[config.mk]
export PLATFORM = sky130hd
export DESIGN_NAME = murmur2_hash_stream_flat
export DESIGN_NICKNAME = d
export VERILOG_FILES = /design/src/sv/mh2_pkg.sv /design/src/sv/mh2_key_if.sv /design/src/sv/mh2_hash_if.sv /design/src/sv/mh2_front.sv /design/src/sv/mh2_queue.sv /design/src/sv/mh2_back.sv /design/src/sv/murmur2_hash_stream.sv /design/src/flat_wrapper.sv
export VERILOG_INCLUDE_DIRS = /design/src /design/src/sv
export SDC_FILE = /design/constraint.sdc
export NUM_CORES = 2
export LEC_CHECK = 0
export BUFFER_PORTS_ARGS = -buffer_cell sky130_fd_sc_hd__buf_2
export CAP_MARGIN = 20
export CORE_UTILIZATION = 62
export DETAILED_ROUTE_END_ITERATION = 6
export MAX_ROUTING_LAYER = met4
export PLACE_DENSITY = 0.87
export SLEW_MARGIN = 20
export SYNTH_ARGS = -nofsm -noshare
export SYNTH_HDL_FRONTEND = slang
export SYNTH_HIERARCHICAL = 1
export SYNTH_SLANG_ARGS = --single-unit
[constraint.sdc]
create_clock -name clk -period 17.2 [get_ports clk]
set_input_delay 2.58 -clock clk [delete_from_list [all_inputs] [get_ports clk]]
set_output_delay 2.58 -clock clk [all_outputs]
set_load 0.02 [all_outputs]
[src/sv/murmur2_hash_stream_defines.svh]
// Assertion macros shared by the murmur2_hash_stream RTL.
// Depends on a clk and rst signal in the scope of each use.
`ifndef MURMUR2_HASH_STREAM_DEFINES_SVH
`define MURMUR2_HASH_STREAM_DEFINES_SVH

// Check a property on every rising clk edge outside reset.
`define MH2_ASSERT(label, prop, msg) \
  label: assert property (@(posedge clk) disable iff (rst) (prop)) \
    else $error(msg);

// Check that cons holds in the cycle after ante.
`define MH2_ASSERT_NEXT(label, ante, cons, msg) \
  `MH2_ASSERT(label, (ante) |=> (cons), msg)

`endif

[src/sv/mh2_pkg.sv]
// Package for the MurmurHash2 stream block: constants, word kinds, queue entry.
// No dependencies; every other file but the assertion macros header imports it.
`timescale 1ns / 1ps

package mh2_pkg;

  localparam logic [31:0] MIX_MUL     = 32'h5bd1e995;
  localparam int          MIX_SHIFT   = 24;
  localparam int          FIN_SHIFT_A = 13;
  localparam int          FIN_SHIFT_B = 15;
  localparam logic [31:0] SEED_RESET  = 32'd5381;

  localparam int WORD_W  = 32;
  localparam int COUNT_W = 3;
  localparam int KLEN_W  = 31;

  localparam int QUEUE_DEPTH_DEF = 4;

  typedef enum logic [1:0] {
    KIND_NONE,
    KIND_TAIL,
    KIND_BLOCK
  } word_kind_t;

  // One classified word between front and back: for a block the fully mixed k,
  // for a tail the masked bytes.
  typedef struct packed {
    logic [WORD_W-1:0] mix_val;
    word_kind_t        kind;
    logic              first;
    logic              last;
    logic [KLEN_W-1:0] key_length;
  } mix_entry_t;

endpackage

[src/sv/mh2_key_if.sv]
// Key word channel: valid/ready handshake with the key word fields.
// Depends on mh2_pkg.
`timescale 1ns / 1ps

interface mh2_key_if import mh2_pkg::*; ();
  logic               valid;
  logic               ready;
  logic [WORD_W-1:0]  data_word;
  logic [COUNT_W-1:0] byte_count;
  logic               first_word;
  logic               last_word;
  logic [KLEN_W-1:0]  key_length;

  modport source (output valid, data_word, byte_count, first_word, last_word, key_length,
                  input ready);
  modport sink   (input valid, data_word, byte_count, first_word, last_word, key_length,
                  output ready);
endinterface

[src/sv/mh2_hash_if.sv]
// Hash result channel: valid/ready handshake with the finished hash.
// Depends on mh2_pkg.
`timescale 1ns / 1ps

interface mh2_hash_if import mh2_pkg::*; ();
  logic              valid;
  logic              ready;
  logic [WORD_W-1:0] hash_value;

  modport source (output valid, hash_value, input ready);
  modport sink   (input valid, hash_value, output ready);
endinterface

[src/sv/mh2_front.sv]
// Front end: accepts key word beats, classifies them and mixes block words.
// Depends on mh2_pkg and mh2_key_if; feeds mh2_queue.
`timescale 1ns / 1ps

module mh2_front import mh2_pkg::*; (
  input  logic       clk,
  input  logic       rst,
  mh2_key_if.sink    key_in,
  output logic       push_valid,
  output mix_entry_t push_entry,
  input  logic       push_ready
);

  word_kind_t        in_kind;
  logic [WORD_W-1:0] in_mask;

  logic              s1_valid;
  logic [WORD_W-1:0] s1_prod;
  logic [WORD_W-1:0] s1_word;
  word_kind_t        s1_kind;
  logic              s1_first;
  logic              s1_last;
  logic [KLEN_W-1:0] s1_klen;
  logic [WORD_W-1:0] s1_fold;

  logic              s2_valid;
  mix_entry_t        s2_entry;

  logic              s1_adv;
  logic              s2_adv;

  always_comb begin
    unique case (key_in.byte_count)
      3'd0: begin
        in_kind = KIND_NONE;
        in_mask = 32'h0000_0000;
      end
      3'd1: begin
        in_kind = KIND_TAIL;
        in_mask = 32'h0000_00ff;
      end
      3'd2: begin
        in_kind = KIND_TAIL;
        in_mask = 32'h0000_ffff;
      end
      3'd3: begin
        in_kind = KIND_TAIL;
        in_mask = 32'h00ff_ffff;
      end
      default: begin
        in_kind = KIND_BLOCK;
        in_mask = 32'hffff_ffff;
      end
    endcase
  end

  assign s2_adv       = !s2_valid || push_ready;
  assign s1_adv       = !s1_valid || s2_adv;
  assign key_in.ready = s1_adv;
  assign s1_fold      = s1_prod ^ (s1_prod >> MIX_SHIFT);

  always_ff @(posedge clk) begin
    if (rst) begin
      s1_valid <= 1'b0;
      s2_valid <= 1'b0;
    end else begin
      if (s1_adv) begin
        s1_valid <= key_in.valid;
      end
      if (s2_adv) begin
        s2_valid <= s1_valid;
      end
    end
  end

  // First multiply of k, held with the masked bytes.
  always_ff @(posedge clk) begin
    if (s1_adv) begin
      s1_prod  <= key_in.data_word * MIX_MUL;
      s1_word  <= key_in.data_word & in_mask;
      s1_kind  <= in_kind;
      s1_first <= key_in.first_word;
      s1_last  <= key_in.last_word;
      s1_klen  <= key_in.key_length;
    end
  end

  // Fold and second multiply; tails pass their masked bytes.
  always_ff @(posedge clk) begin
    if (s2_adv) begin
      s2_entry.mix_val    <= (s1_kind == KIND_BLOCK) ? s1_fold * MIX_MUL : s1_word;
      s2_entry.kind       <= s1_kind;
      s2_entry.first      <= s1_first;
      s2_entry.last       <= s1_last;
      s2_entry.key_length <= s1_klen;
    end
  end

  assign push_valid = s2_valid;
  assign push_entry = s2_entry;

endmodule

[src/sv/mh2_queue.sv]
// Short FIFO of classified words between front and back.
// Depends on mh2_pkg.
`timescale 1ns / 1ps

module mh2_queue import mh2_pkg::*; #(
  parameter int DEPTH = QUEUE_DEPTH_DEF
) (
  input  logic       clk,
  input  logic       rst,
  input  logic       push_valid,
  input  mix_entry_t push_entry,
  output logic       push_ready,
  output logic       pop_valid,
  output mix_entry_t pop_entry,
  input  logic       pop
);

  localparam int PTR_W = (DEPTH > 1) ? $clog2(DEPTH) : 1;
  localparam int CNT_W = $clog2(DEPTH + 1);

  mix_entry_t       slots [DEPTH];
  logic [PTR_W-1:0] wr_ptr;
  logic [PTR_W-1:0] rd_ptr;
  logic [CNT_W-1:0] count;
  logic             do_push;
  logic             do_pop;

  assign push_ready = (count != CNT_W'(DEPTH));
  assign pop_valid  = (count != '0);
  assign do_push    = push_valid && push_ready;
  assign do_pop     = pop && pop_valid;
  assign pop_entry  = slots[rd_ptr];

  function automatic logic [PTR_W-1:0] bump(input logic [PTR_W-1:0] ptr);
    return (ptr == PTR_W'(DEPTH - 1)) ? '0 : ptr + 1'b1;
  endfunction

  always_ff @(posedge clk) begin
    if (rst) begin
      wr_ptr <= '0;
      rd_ptr <= '0;
      count  <= '0;
    end else begin
      if (do_push) begin
        wr_ptr <= bump(wr_ptr);
      end
      if (do_pop) begin
        rd_ptr <= bump(rd_ptr);
      end
      if (do_push && !do_pop) begin
        count <= count + 1'b1;
      end else if (do_pop && !do_push) begin
        count <= count - 1'b1;
      end
    end
  end

  always_ff @(posedge clk) begin
    if (do_push) begin
      slots[wr_ptr] <= push_entry;
    end
  end

endmodule

[src/sv/mh2_back.sv]
// Back end: folds words into the running hash, finalizes and emits the result.
// Depends on mh2_pkg, mh2_hash_if and the assertion macros header.
`timescale 1ns / 1ps
`include "murmur2_hash_stream_defines.svh"

module mh2_back import mh2_pkg::*; (
  input  logic              clk,
  input  logic              rst,
  input  logic [WORD_W-1:0] hash_seed,
  input  logic              q_valid,
  input  mix_entry_t        q_entry,
  output logic              q_pop,
  mh2_hash_if.source        hash_out
);

  typedef enum logic [1:0] {
    ST_IDLE,
    ST_FIN,
    ST_OUT
  } back_state_t;

  back_state_t       state;
  logic [WORD_W-1:0] acc;
  logic [WORD_W-1:0] xv;
  logic              out_valid;
  logic [WORD_W-1:0] out_hash;

  logic [WORD_W-1:0] hval;
  logic [WORD_W-1:0] h0;
  logic [WORD_W-1:0] mul_in;
  logic [WORD_W-1:0] prod;
  logic [WORD_W-1:0] fin_val;

  // Running hash is acc with the block xor still pending in xv.
  assign hval    = acc ^ xv;
  assign h0      = q_entry.first ? (hash_seed ^ {1'b0, q_entry.key_length}) : hval;
  assign q_pop   = (state == ST_IDLE) && q_valid;
  assign fin_val = acc ^ (acc >> FIN_SHIFT_B);

  always_comb begin
    if (state == ST_FIN) begin
      mul_in = hval ^ (hval >> FIN_SHIFT_A);
    end else if (q_entry.kind == KIND_TAIL) begin
      mul_in = h0 ^ q_entry.mix_val;
    end else begin
      mul_in = h0;
    end
  end

  assign prod = mul_in * MIX_MUL;

  always_ff @(posedge clk) begin
    if (rst) begin
      state     <= ST_IDLE;
      acc       <= '0;
      xv        <= '0;
      out_valid <= 1'b0;
    end else begin
      // Drop the result once taken, unless a new one replaces it this cycle.
      if (out_valid && hash_out.ready && (state != ST_OUT)) begin
        out_valid <= 1'b0;
      end
      unique case (state)
        ST_IDLE: begin
          if (q_pop) begin
            unique case (q_entry.kind)
              KIND_BLOCK: begin
                acc <= prod;
                xv  <= q_entry.mix_val;
              end
              KIND_TAIL: begin
                acc <= prod;
                xv  <= '0;
              end
              default: begin
                acc <= h0;
                xv  <= '0;
              end
            endcase
            if (q_entry.last) begin
              state <= ST_FIN;
            end
          end
        end
        ST_FIN: begin
          acc   <= prod;
          xv    <= '0;
          state <= ST_OUT;
        end
        ST_OUT: begin
          if (!out_valid || hash_out.ready) begin
            out_hash  <= fin_val;
            out_valid <= 1'b1;
            acc       <= fin_val;
            state     <= ST_IDLE;
          end
        end
        default: begin
          state <= ST_IDLE;
        end
      endcase
    end
  end

  assign hash_out.valid      = out_valid;
  assign hash_out.hash_value = out_hash;

  `MH2_ASSERT_NEXT(a_fin_then_out, state == ST_FIN, state == ST_OUT, "finalize did not advance")
  `MH2_ASSERT_NEXT(a_last_then_fin, q_pop && q_entry.last, state == ST_FIN, "last word missed")
  `MH2_ASSERT(a_result_from_out, $rose(out_valid) |-> $past(state == ST_OUT), "stray result")

endmodule

[src/sv/murmur2_hash_stream.sv]
// Top level of the streaming 32-bit MurmurHash2 block: seed register and the
// front, queue and back instances. Depends on mh2_pkg, both channel interfaces,
// mh2_front, mh2_queue and mh2_back.
`timescale 1ns / 1ps

// Hashes a key delivered as little-endian 32-bit word beats on key_in and returns
// one hash_value beat on hash_out per key, on the beat marked last_word. A word of
// four or more bytes is a full block, one to three bytes a tail, zero bytes adds
// nothing; first_word loads the hash with hash_seed XOR key_length. hash_seed is
// written through cfg_wr_en/cfg_wr_data and resets to 5381; the user must write it only
// while no key is in flight, as the block does not enforce this. Rate: the front mixes
// block words in a two-stage multiply pipeline and takes one beat per cycle while the
// queue has room; the back folds one word per cycle into the running hash through its
// single multiplier while in its idle state, and a last word then passes through fold,
// finalize multiply and result register, the last waiting for hash_out to take the
// previous result. The queue of QUEUE_DEPTH words lets the front keep accepting while
// the back finalizes or the result waits to be taken.
module murmur2_hash_stream import mh2_pkg::*; #(
  parameter int QUEUE_DEPTH = QUEUE_DEPTH_DEF
) (
  input  logic              clk,
  input  logic              rst,
  input  logic              cfg_wr_en,
  input  logic [WORD_W-1:0] cfg_wr_data,
  mh2_key_if.sink           key_in,
  mh2_hash_if.source        hash_out
);

  logic [WORD_W-1:0] hash_seed;

  logic       push_valid;
  mix_entry_t push_entry;
  logic       push_ready;
  logic       q_valid;
  mix_entry_t q_entry;
  logic       q_pop;

  // Hold the seed; the back reads it when a first word leaves the queue.
  always_ff @(posedge clk) begin
    if (rst) begin
      hash_seed <= SEED_RESET;
    end else if (cfg_wr_en) begin
      hash_seed <= cfg_wr_data;
    end
  end

  // Classify beats and premix block words.
  mh2_front u_front (
    .clk        (clk),
    .rst        (rst),
    .key_in     (key_in),
    .push_valid (push_valid),
    .push_entry (push_entry),
    .push_ready (push_ready)
  );

  // Decouple the premix pipeline from the running-hash loop.
  mh2_queue #(
    .DEPTH (QUEUE_DEPTH)
  ) u_queue (
    .clk        (clk),
    .rst        (rst),
    .push_valid (push_valid),
    .push_entry (push_entry),
    .push_ready (push_ready),
    .pop_valid  (q_valid),
    .pop_entry  (q_entry),
    .pop        (q_pop)
  );

  // Advance the running hash, finalize and drive the result register.
  mh2_back u_back (
    .clk       (clk),
    .rst       (rst),
    .hash_seed (hash_seed),
    .q_valid   (q_valid),
    .q_entry   (q_entry),
    .q_pop     (q_pop),
    .hash_out  (hash_out)
  );

endmodule

[src/flat_wrapper.sv]
// flat-port wrapper written by rule: the top's interface ports become plain ports
module murmur2_hash_stream_flat import mh2_pkg::*;
#(
  parameter int QUEUE_DEPTH = QUEUE_DEPTH_DEF
)
  (clk, rst, cfg_wr_en, cfg_wr_data, key_in_valid, key_in_data_word, key_in_byte_count, key_in_first_word, key_in_last_word, key_in_key_length, key_in_ready, hash_out_valid, hash_out_hash_value, hash_out_ready);
  mh2_key_if key_in_i ();
  mh2_hash_if hash_out_i ();
  input  logic clk;
  input  logic rst;
  input  logic cfg_wr_en;
  input  logic [WORD_W-1:0] cfg_wr_data;
  input wire logic [$bits(key_in_i.valid)-1:0] key_in_valid;
  input wire logic [$bits(key_in_i.data_word)-1:0] key_in_data_word;
  input wire logic [$bits(key_in_i.byte_count)-1:0] key_in_byte_count;
  input wire logic [$bits(key_in_i.first_word)-1:0] key_in_first_word;
  input wire logic [$bits(key_in_i.last_word)-1:0] key_in_last_word;
  input wire logic [$bits(key_in_i.key_length)-1:0] key_in_key_length;
  output wire logic [$bits(key_in_i.ready)-1:0] key_in_ready;
  output wire logic [$bits(hash_out_i.valid)-1:0] hash_out_valid;
  output wire logic [$bits(hash_out_i.hash_value)-1:0] hash_out_hash_value;
  input wire logic [$bits(hash_out_i.ready)-1:0] hash_out_ready;
  assign key_in_i.valid = key_in_valid;
  assign key_in_i.data_word = key_in_data_word;
  assign key_in_i.byte_count = key_in_byte_count;
  assign key_in_i.first_word = key_in_first_word;
  assign key_in_i.last_word = key_in_last_word;
  assign key_in_i.key_length = key_in_key_length;
  assign key_in_ready = key_in_i.ready;
  assign hash_out_valid = hash_out_i.valid;
  assign hash_out_hash_value = hash_out_i.hash_value;
  assign hash_out_i.ready = hash_out_ready;
  murmur2_hash_stream #(.QUEUE_DEPTH(QUEUE_DEPTH)) u_core (.clk(clk), .rst(rst), .cfg_wr_en(cfg_wr_en), .cfg_wr_data(cfg_wr_data), .key_in(key_in_i), .hash_out(hash_out_i));
endmodule
### Yosys cells after proc, flatten, opt, wreduce, memory -nomap -nowiden

Memories as Yosys holds them, arrays and structs flattened. A register that Yosys moved wholly into a read port is not among the register bits.
Cells that the tools add are included.

| word-level totals | value |
|---|---|
| flip-flop bits (word level) | 306 |
| memory bits (writable) | 268 |
| input bits | 105 |
| output and inout bits | 34 |
| word-level logic and storage cells | 108 |
| memories | 1 |

Memories:

| name | depth | bits a word | read ports | clocked after memory_dff | wr ports | RTL line | source |
|---|---|---|---|---|---|---|---|
| u_core.u_queue.slots | 4 | 67 | 1 | 1 | 1 | mh2_queue.sv:21 | `mix_entry_t slots [DEPTH];` |

| operators by class | value |
|---|---|
| add/subtract/negate cells | 4 |
| multiply operators | 3 |
| equality and inequality tests | 15 |
| multiplexer cells | 28 |
| bitwise gates (word level) | 8 |
| reductions and logical operators | 27 |

Operator list:

| operator | count |
|---|---|
| 32-bit two-way mux | 9 |
| 32-bit one-hot mux with 4 select lines | 1 |
| 32-bit by 31-bit multiplier with 32-bit output, second input constant | 3 |
| 32-bit one-hot mux with 3 select lines | 1 |
| 32-bit one-hot mux with 2 select lines | 1 |
| 32-bit bitwise XOR | 2 |
| 32-bit bitwise AND | 1 |
| 32-bit by 17-bit bitwise XOR with 32-bit output | 1 |
| 32-bit by 19-bit bitwise XOR with 32-bit output | 1 |
| 32-bit by 31-bit bitwise XOR with 32-bit output | 1 |
| 32-bit by 8-bit bitwise XOR with 32-bit output | 1 |
| 2-bit two-way mux | 7 |
| 2-bit == test, second input constant | 5 |
| 3-bit AND reduction | 3 |
| 1-bit logical AND | 7 |
| 3-bit by 2-bit == test with 1-bit output, second input constant | 2 |
| 3-bit two-way mux | 2 |
| 2-bit one-hot mux with 3 select lines | 1 |
| 3-bit nonzero test | 2 |
| 1-bit zero test | 5 |
| 1-bit two-way mux | 5 |
| 2-bit by 1-bit adder with 2-bit output, second input constant | 2 |
| 2-bit by 1-bit == test with 1-bit output, second input constant | 2 |
| 2-bit by 1-bit != test with 1-bit output, second input constant | 2 |
| 14 further kinds | 18 |

### Logic depth before layout (Yosys ltp)

| logic depth | value |
|---|---|
| word-level depth | 9 |
| depth in mapped cells | 38 |

### Modules after synthesis

Netlist, hierarchy kept.

Modules (own cells, without submodules):

| module | times used | cells an instance | area each (um^2) |
|---|---|---|---|
| mh2_front | 1 | 2144 | 23323.6 |
| mh2_back | 1 | 1664 | 14925.6 |
| mh2_queue | 1 | 398 | 10151.0 |
| murmur2_hash_stream | 1 | 103 | 1171.1 |

### Worst setup path before layout

OpenSTA, ideal clock, no wires.

| timing | value |
|---|---|
| path kind | flip-flop to flip-flop |
| start | register (tool-made name) |
| end | register u_core.u_back.acc[31] |
| arrival | 8921 ps |
| required time | 17063 ps |
| setup slack | 8141 ps |
| cell stages (with the launch flop) | 36 |
| clock period less this slack | 9059 ps |
| path through | dfxtp_1 clkbuf_2 buf_6 buf_6 mux4_2 buf_4 buf_4 buf_2 buf_1 mux2_2 xor2_1 nor2_1 a21oi_1 inv_1 fa_1 inv_1 ha_1 inv_1 fa_1 inv_1 fa_1 fa_1 fa_1 fa_1 inv_1 fa_1 inv_1 ha_1 inv_1 nor2_1 a221o_1 a221oi_1 nand2_1 a311oi_1 xnor2_1 a31oi_1 |

RTL lines:

| what | RTL line | source |
|---|---|---|
| to (signal assigned) | mh2_back.sv:68 | `acc <= prod;` |
| to (signal assigned) | mh2_back.sv:72 | `acc <= prod;` |
| to (signal assigned) | mh2_back.sv:86 | `acc <= prod;` |
| to (decl) | mh2_back.sv:23 | `logic [WORD_W-1:0] acc;` |

==> results.txt <==
The flow ran to the end, and the final reports show no timing, DRC or antenna violations. The fraction of layout instances using a drive strength above 1 is 8.70%. The number of DRC markers after the initial detailed-route iteration came out at 3447.

The type of element launching the critical path is a register. The global-route usage over all layers came out at 35.8%. The area of the die came out at 81100 µm². The final critical-path required period came out at 10.37 ns. The worst hold path stage count is 0. The finished cells cover 53300 µm².

In this run the most critical hold path is launched from u_core/u_front/s1_klen[26]. Based on the critical path, the design can be clocked at up to 96.5 MHz. The number of setup buffers added after CTS is 0. The final-report hold violation count is 0. Dividing the detail-routed wire length by the instance count gives 24.8 µm.

The sequential cell area fraction in the yosys report is 32.7%. By area the synthesized netlist is led by edfxtp_1, fa_1, ha_1. The number of maximum-capacitance constraint violations came out at 0. The total CTS buffers came out at 56. The mapped netlist covers 49600 µm². The clock reaches the later pin of the worst-skew pair after 0.66 ns.

Counting the fill cells in the layout gives 5459. The pre-CTS setup slack is 6.96 ns. Setup slack on the worst reg-to-reg path comes out at 6.83 ns. The worst setup path is captured at a register. Setup repair after global routing left no endpoint under its margin.

In the routed design, unresolved DRC markers number 0. The average instance in the mapped netlist occupies 11.5 µm². The synthesized netlist devotes 5.29% of its cell area to compound gates. The post-layout net count is 5730. The area overhead of the layout relative to synthesis came out at 7.47%. The total congestion overflow after global routing is 0. Hold repair after CTS inserted 0 buffers. The delay contributed by the slowest stage of the critical path is 0.95 ns. The gate count after technology mapping is 4309. The count of port buffers added during placement is 138. The number of flops mapped to enable cells by yosys came out at approximately 470.

The total setup violations reported at the end of the flow came out at 0. For the final database, setup skew stands at 0.0448 ns. The last weighted congestion value of the routability-driven placer is 1.03. The smallest setup slack after layout is 6.83 ns. After synthesis, the most frequently instantiated cells are inv_1, ha_1, fa_1. The most common cell in the netlist is inv_1. The worst setup path is of the register to register kind. The first global-routing pass estimated 209 mm of wire.

The number of global-route vias before repair came out at 35700. The overall routed net length is 138 mm. The clock-pin slew reported for the worst setup and hold paths after clock tree synthesis came out at around 0.07 ns. The main combinational cell family by area after synthesis is adder cells. From bottom edge to top edge, the die measures 285 µm. The total count of max-transition violations in the final report is 0. The highest-delay cell along the critical path is a21oi_1.

The number of gates resized after CTS was 0. The async set-or-reset flop fraction in the synthesized netlist is 0%. The cell taking the most area after synthesis is edfxtp_1. The HPWL after detailed placement is 104 mm.

The transition time at the pin with the least slew margin came out at around 1.2 ns. The floorplan die width is ~280 µm. The worst-case reg-to-reg path depth came out at 30.

Headroom to the max-slew limit came out at 18.5%. The xor and xnor fraction of the mapped netlist area came out at 6.25%. The endpoint identified for the worst register-to-register timing path is u_core/u_back/acc[31]. The post-route fraction of the period consumed by the critical path is 60.3%. Once the floorplan was initialized, standard cells occupied a little over three fifths of the core. The placement-stage cell area is 51500 µm².

The classification of the worst-slack hold path is register to register. Using the TritonRoute via totals, the vias-per-cell ratio works out to 6.01. The cell sitting at the root of the clock tree is a clkbuf_16. The synthesized net count is 5578. The number of cells in the design after placement is 5453. In this run, synthesis produced a sequential element count of 576. The clock passes through at most 3 buffers.

The worst path required time is 17.72 ns. The data arrival at the endpoint of the critical path is 10.88 ns. The pin count of the biggest net entering global routing is slightly below 70. The number of antenna-violating nets in the routed design is 0. For this run, the number of Yosys warnings is 6.

The number of rows created at floorplan came out at slightly above 100. The count of H-tree levels built during CTS is 2. The core area came out at 79000 µm².

For hold timing, the worst endpoint is u_core/u_front/push_entry[26]. The non-filler instance count after layout came out at 5562. The mux share of post-synthesis cell area came out at between 4 and 5%. TritonCTS built the clock tree. The portion of synthesized cell area occupied by the leading cell type came out at roughly 28%. The number of distinct standard cells referenced by the synthesized netlist is ~90. The number of antenna violations at the first check in global routing came to 6. The number of ports placed on the die boundary came out at 139. The detailed-routing iteration count for the pre-antenna-repair pass came out at 6.

The setup total negative slack is 0 ns. The total clock sinks came out at 576. Summing the areas of all fa, ha and maj instances in the mapped netlist gives 37.5% of the synthesized area. After Yosys synthesis, and, or, nand and nor cells account for 5.08% of the synthesized area. For this run, the leading register cell type out of synthesis is edfxtp_1. Of all nets on the critical path, the largest fanout is 40. The total vias in the final route came out at between 30000 and 40000.
## sequential cells by signal, indices dropped and copies added (netlist names), 3 cells and up, named ones only
register,count
u_core/hash_seed,32
u_core/u_back/hash_out.hash_value,32
u_core/u_queue/count,3
u_core/u_front/s1_klen,31
u_core/u_front/s1_word,32
u_core/u_back/acc,32
u_core/u_front/push_entry,67
u_core/u_front/s1_prod,32
u_core/u_back/xv,32
u_core/u_queue/slots,268
## metrics by stage
step           util (%)  hold WS [ns]
2_1_floorplan         -         0.400
3_3_place_gp       65.2         0.401
3_5_place_dp       65.2         0.405
4_1_cts            67.4         0.413
5_1_grt            67.4         0.412
6_report           67.4         0.420
## layout make-up
type | count | area, µm² | area share [%]
clock buffer | 64 | 1450 | 2.72
tap | 1050 | 1310 | 2.47
timing repair buffer | 179 | 1000 | 1.88
multi-input combinational | 2586 | 29000 | 54.4
clock inverter | 38 | 324 | 0.608
inverter | 1062 | 3990 | 7.48
sequential | 576 | 16200 | 30.4
antenna | 7 | 17.5 | 0.0329
## worst max-delay path, delay by kind of cell, from the launching register on
| family | cells | cell delay, ns |
|---|---|---|
| buffers and inverters | 9 | 1.82 |
| XOR/XNOR | 2 | 0.32 |
| adder cells (fa/ha/maj) | 10 | 4.41 |
| AO/OA/AOI/OAI | 4 | 1.80 |
| flip-flops | 1 | 0.72 |
| AND/OR/NAND/NOR | 4 | 0.51 |
| multiplexers | 1 | 0.62 |
## worst max-delay path by stage
stage	from	end	slack (ns)	depth (start not counted)
global route	register	u_core/u_back/acc[28]	6.26	32
finish	register	u_core/u_back/acc[31]	6.83	30
global placement	register	u_core/u_back/acc[31]	7.13	30
CTS	register	u_core/u_back/acc[28]	6.93	31
floorplan	register	u_core/u_back/acc[31]	8.14	35
detailed placement	register	u_core/u_back/acc[31]	6.96	30
## metal layers
layer | global-route usage (%) | vias up | share of wire [%]
met4 | 23.1 | 0 | 7.9
li1 | - | 14300 | -
met3 | 6.63 | 585 | 9.4
met2 | 57.7 | 2104 | 48
met1 | 41.2 | 16400 | 35
met5 | - | - | 0
## cell usage in the layout (no fill, tap or decap), types with 8 or more instances in the layout
| master | instances |
|---|---|
| a211o_1 | 8 |
| a211oi_1 | 22 |
| a21o_1 | 35 |
| a21oi_1 | 126 |
| a221oi_1 | 15 |
| and2_1 | 30 |
| buf_2 | 137 |
| buf_4 | 42 |
| clkbuf_16 | 56 |
| clkinv_1 | 13 |
| clkinv_2 | 12 |
| dfxtp_1 | 108 |
| edfxtp_1 | 466 |
| fa_1 | 529 |
| ha_1 | 634 |
| inv_1 | 1054 |
| mux2i_1 | 48 |
| mux4_2 | 67 |
| nand2_1 | 169 |
| nand2b_1 | 18 |
| nand3_1 | 53 |
| nor2_1 | 154 |
| nor2b_1 | 26 |
| nor3_1 | 27 |
| o211ai_1 | 11 |
| o21a_1 | 19 |
| o21ai_0 | 89 |
| o21ai_1 | 8 |
| or3_1 | 11 |
| xnor2_1 | 232 |
| xor2_1 | 103 |
## cells by family (layout without fill, tap and decap cells)
kind of cell / count (synthesis) / after routing
multiplexers: 123 / 123
adder cells (fa/ha/maj): 1171 / 1171
AND/OR/NAND/NOR: 540 / 540
flip-flops: 576 / 576
XOR/XNOR: 344 / 344
other: 0 / 7
buffers and inverters: 1147 / 1343
AO/OA/AOI/OAI: 408 / 408
Power is left out: the tool's default activity adds up to more than one toggle a clock period on the data nets, which glitch-free logic cannot reach.
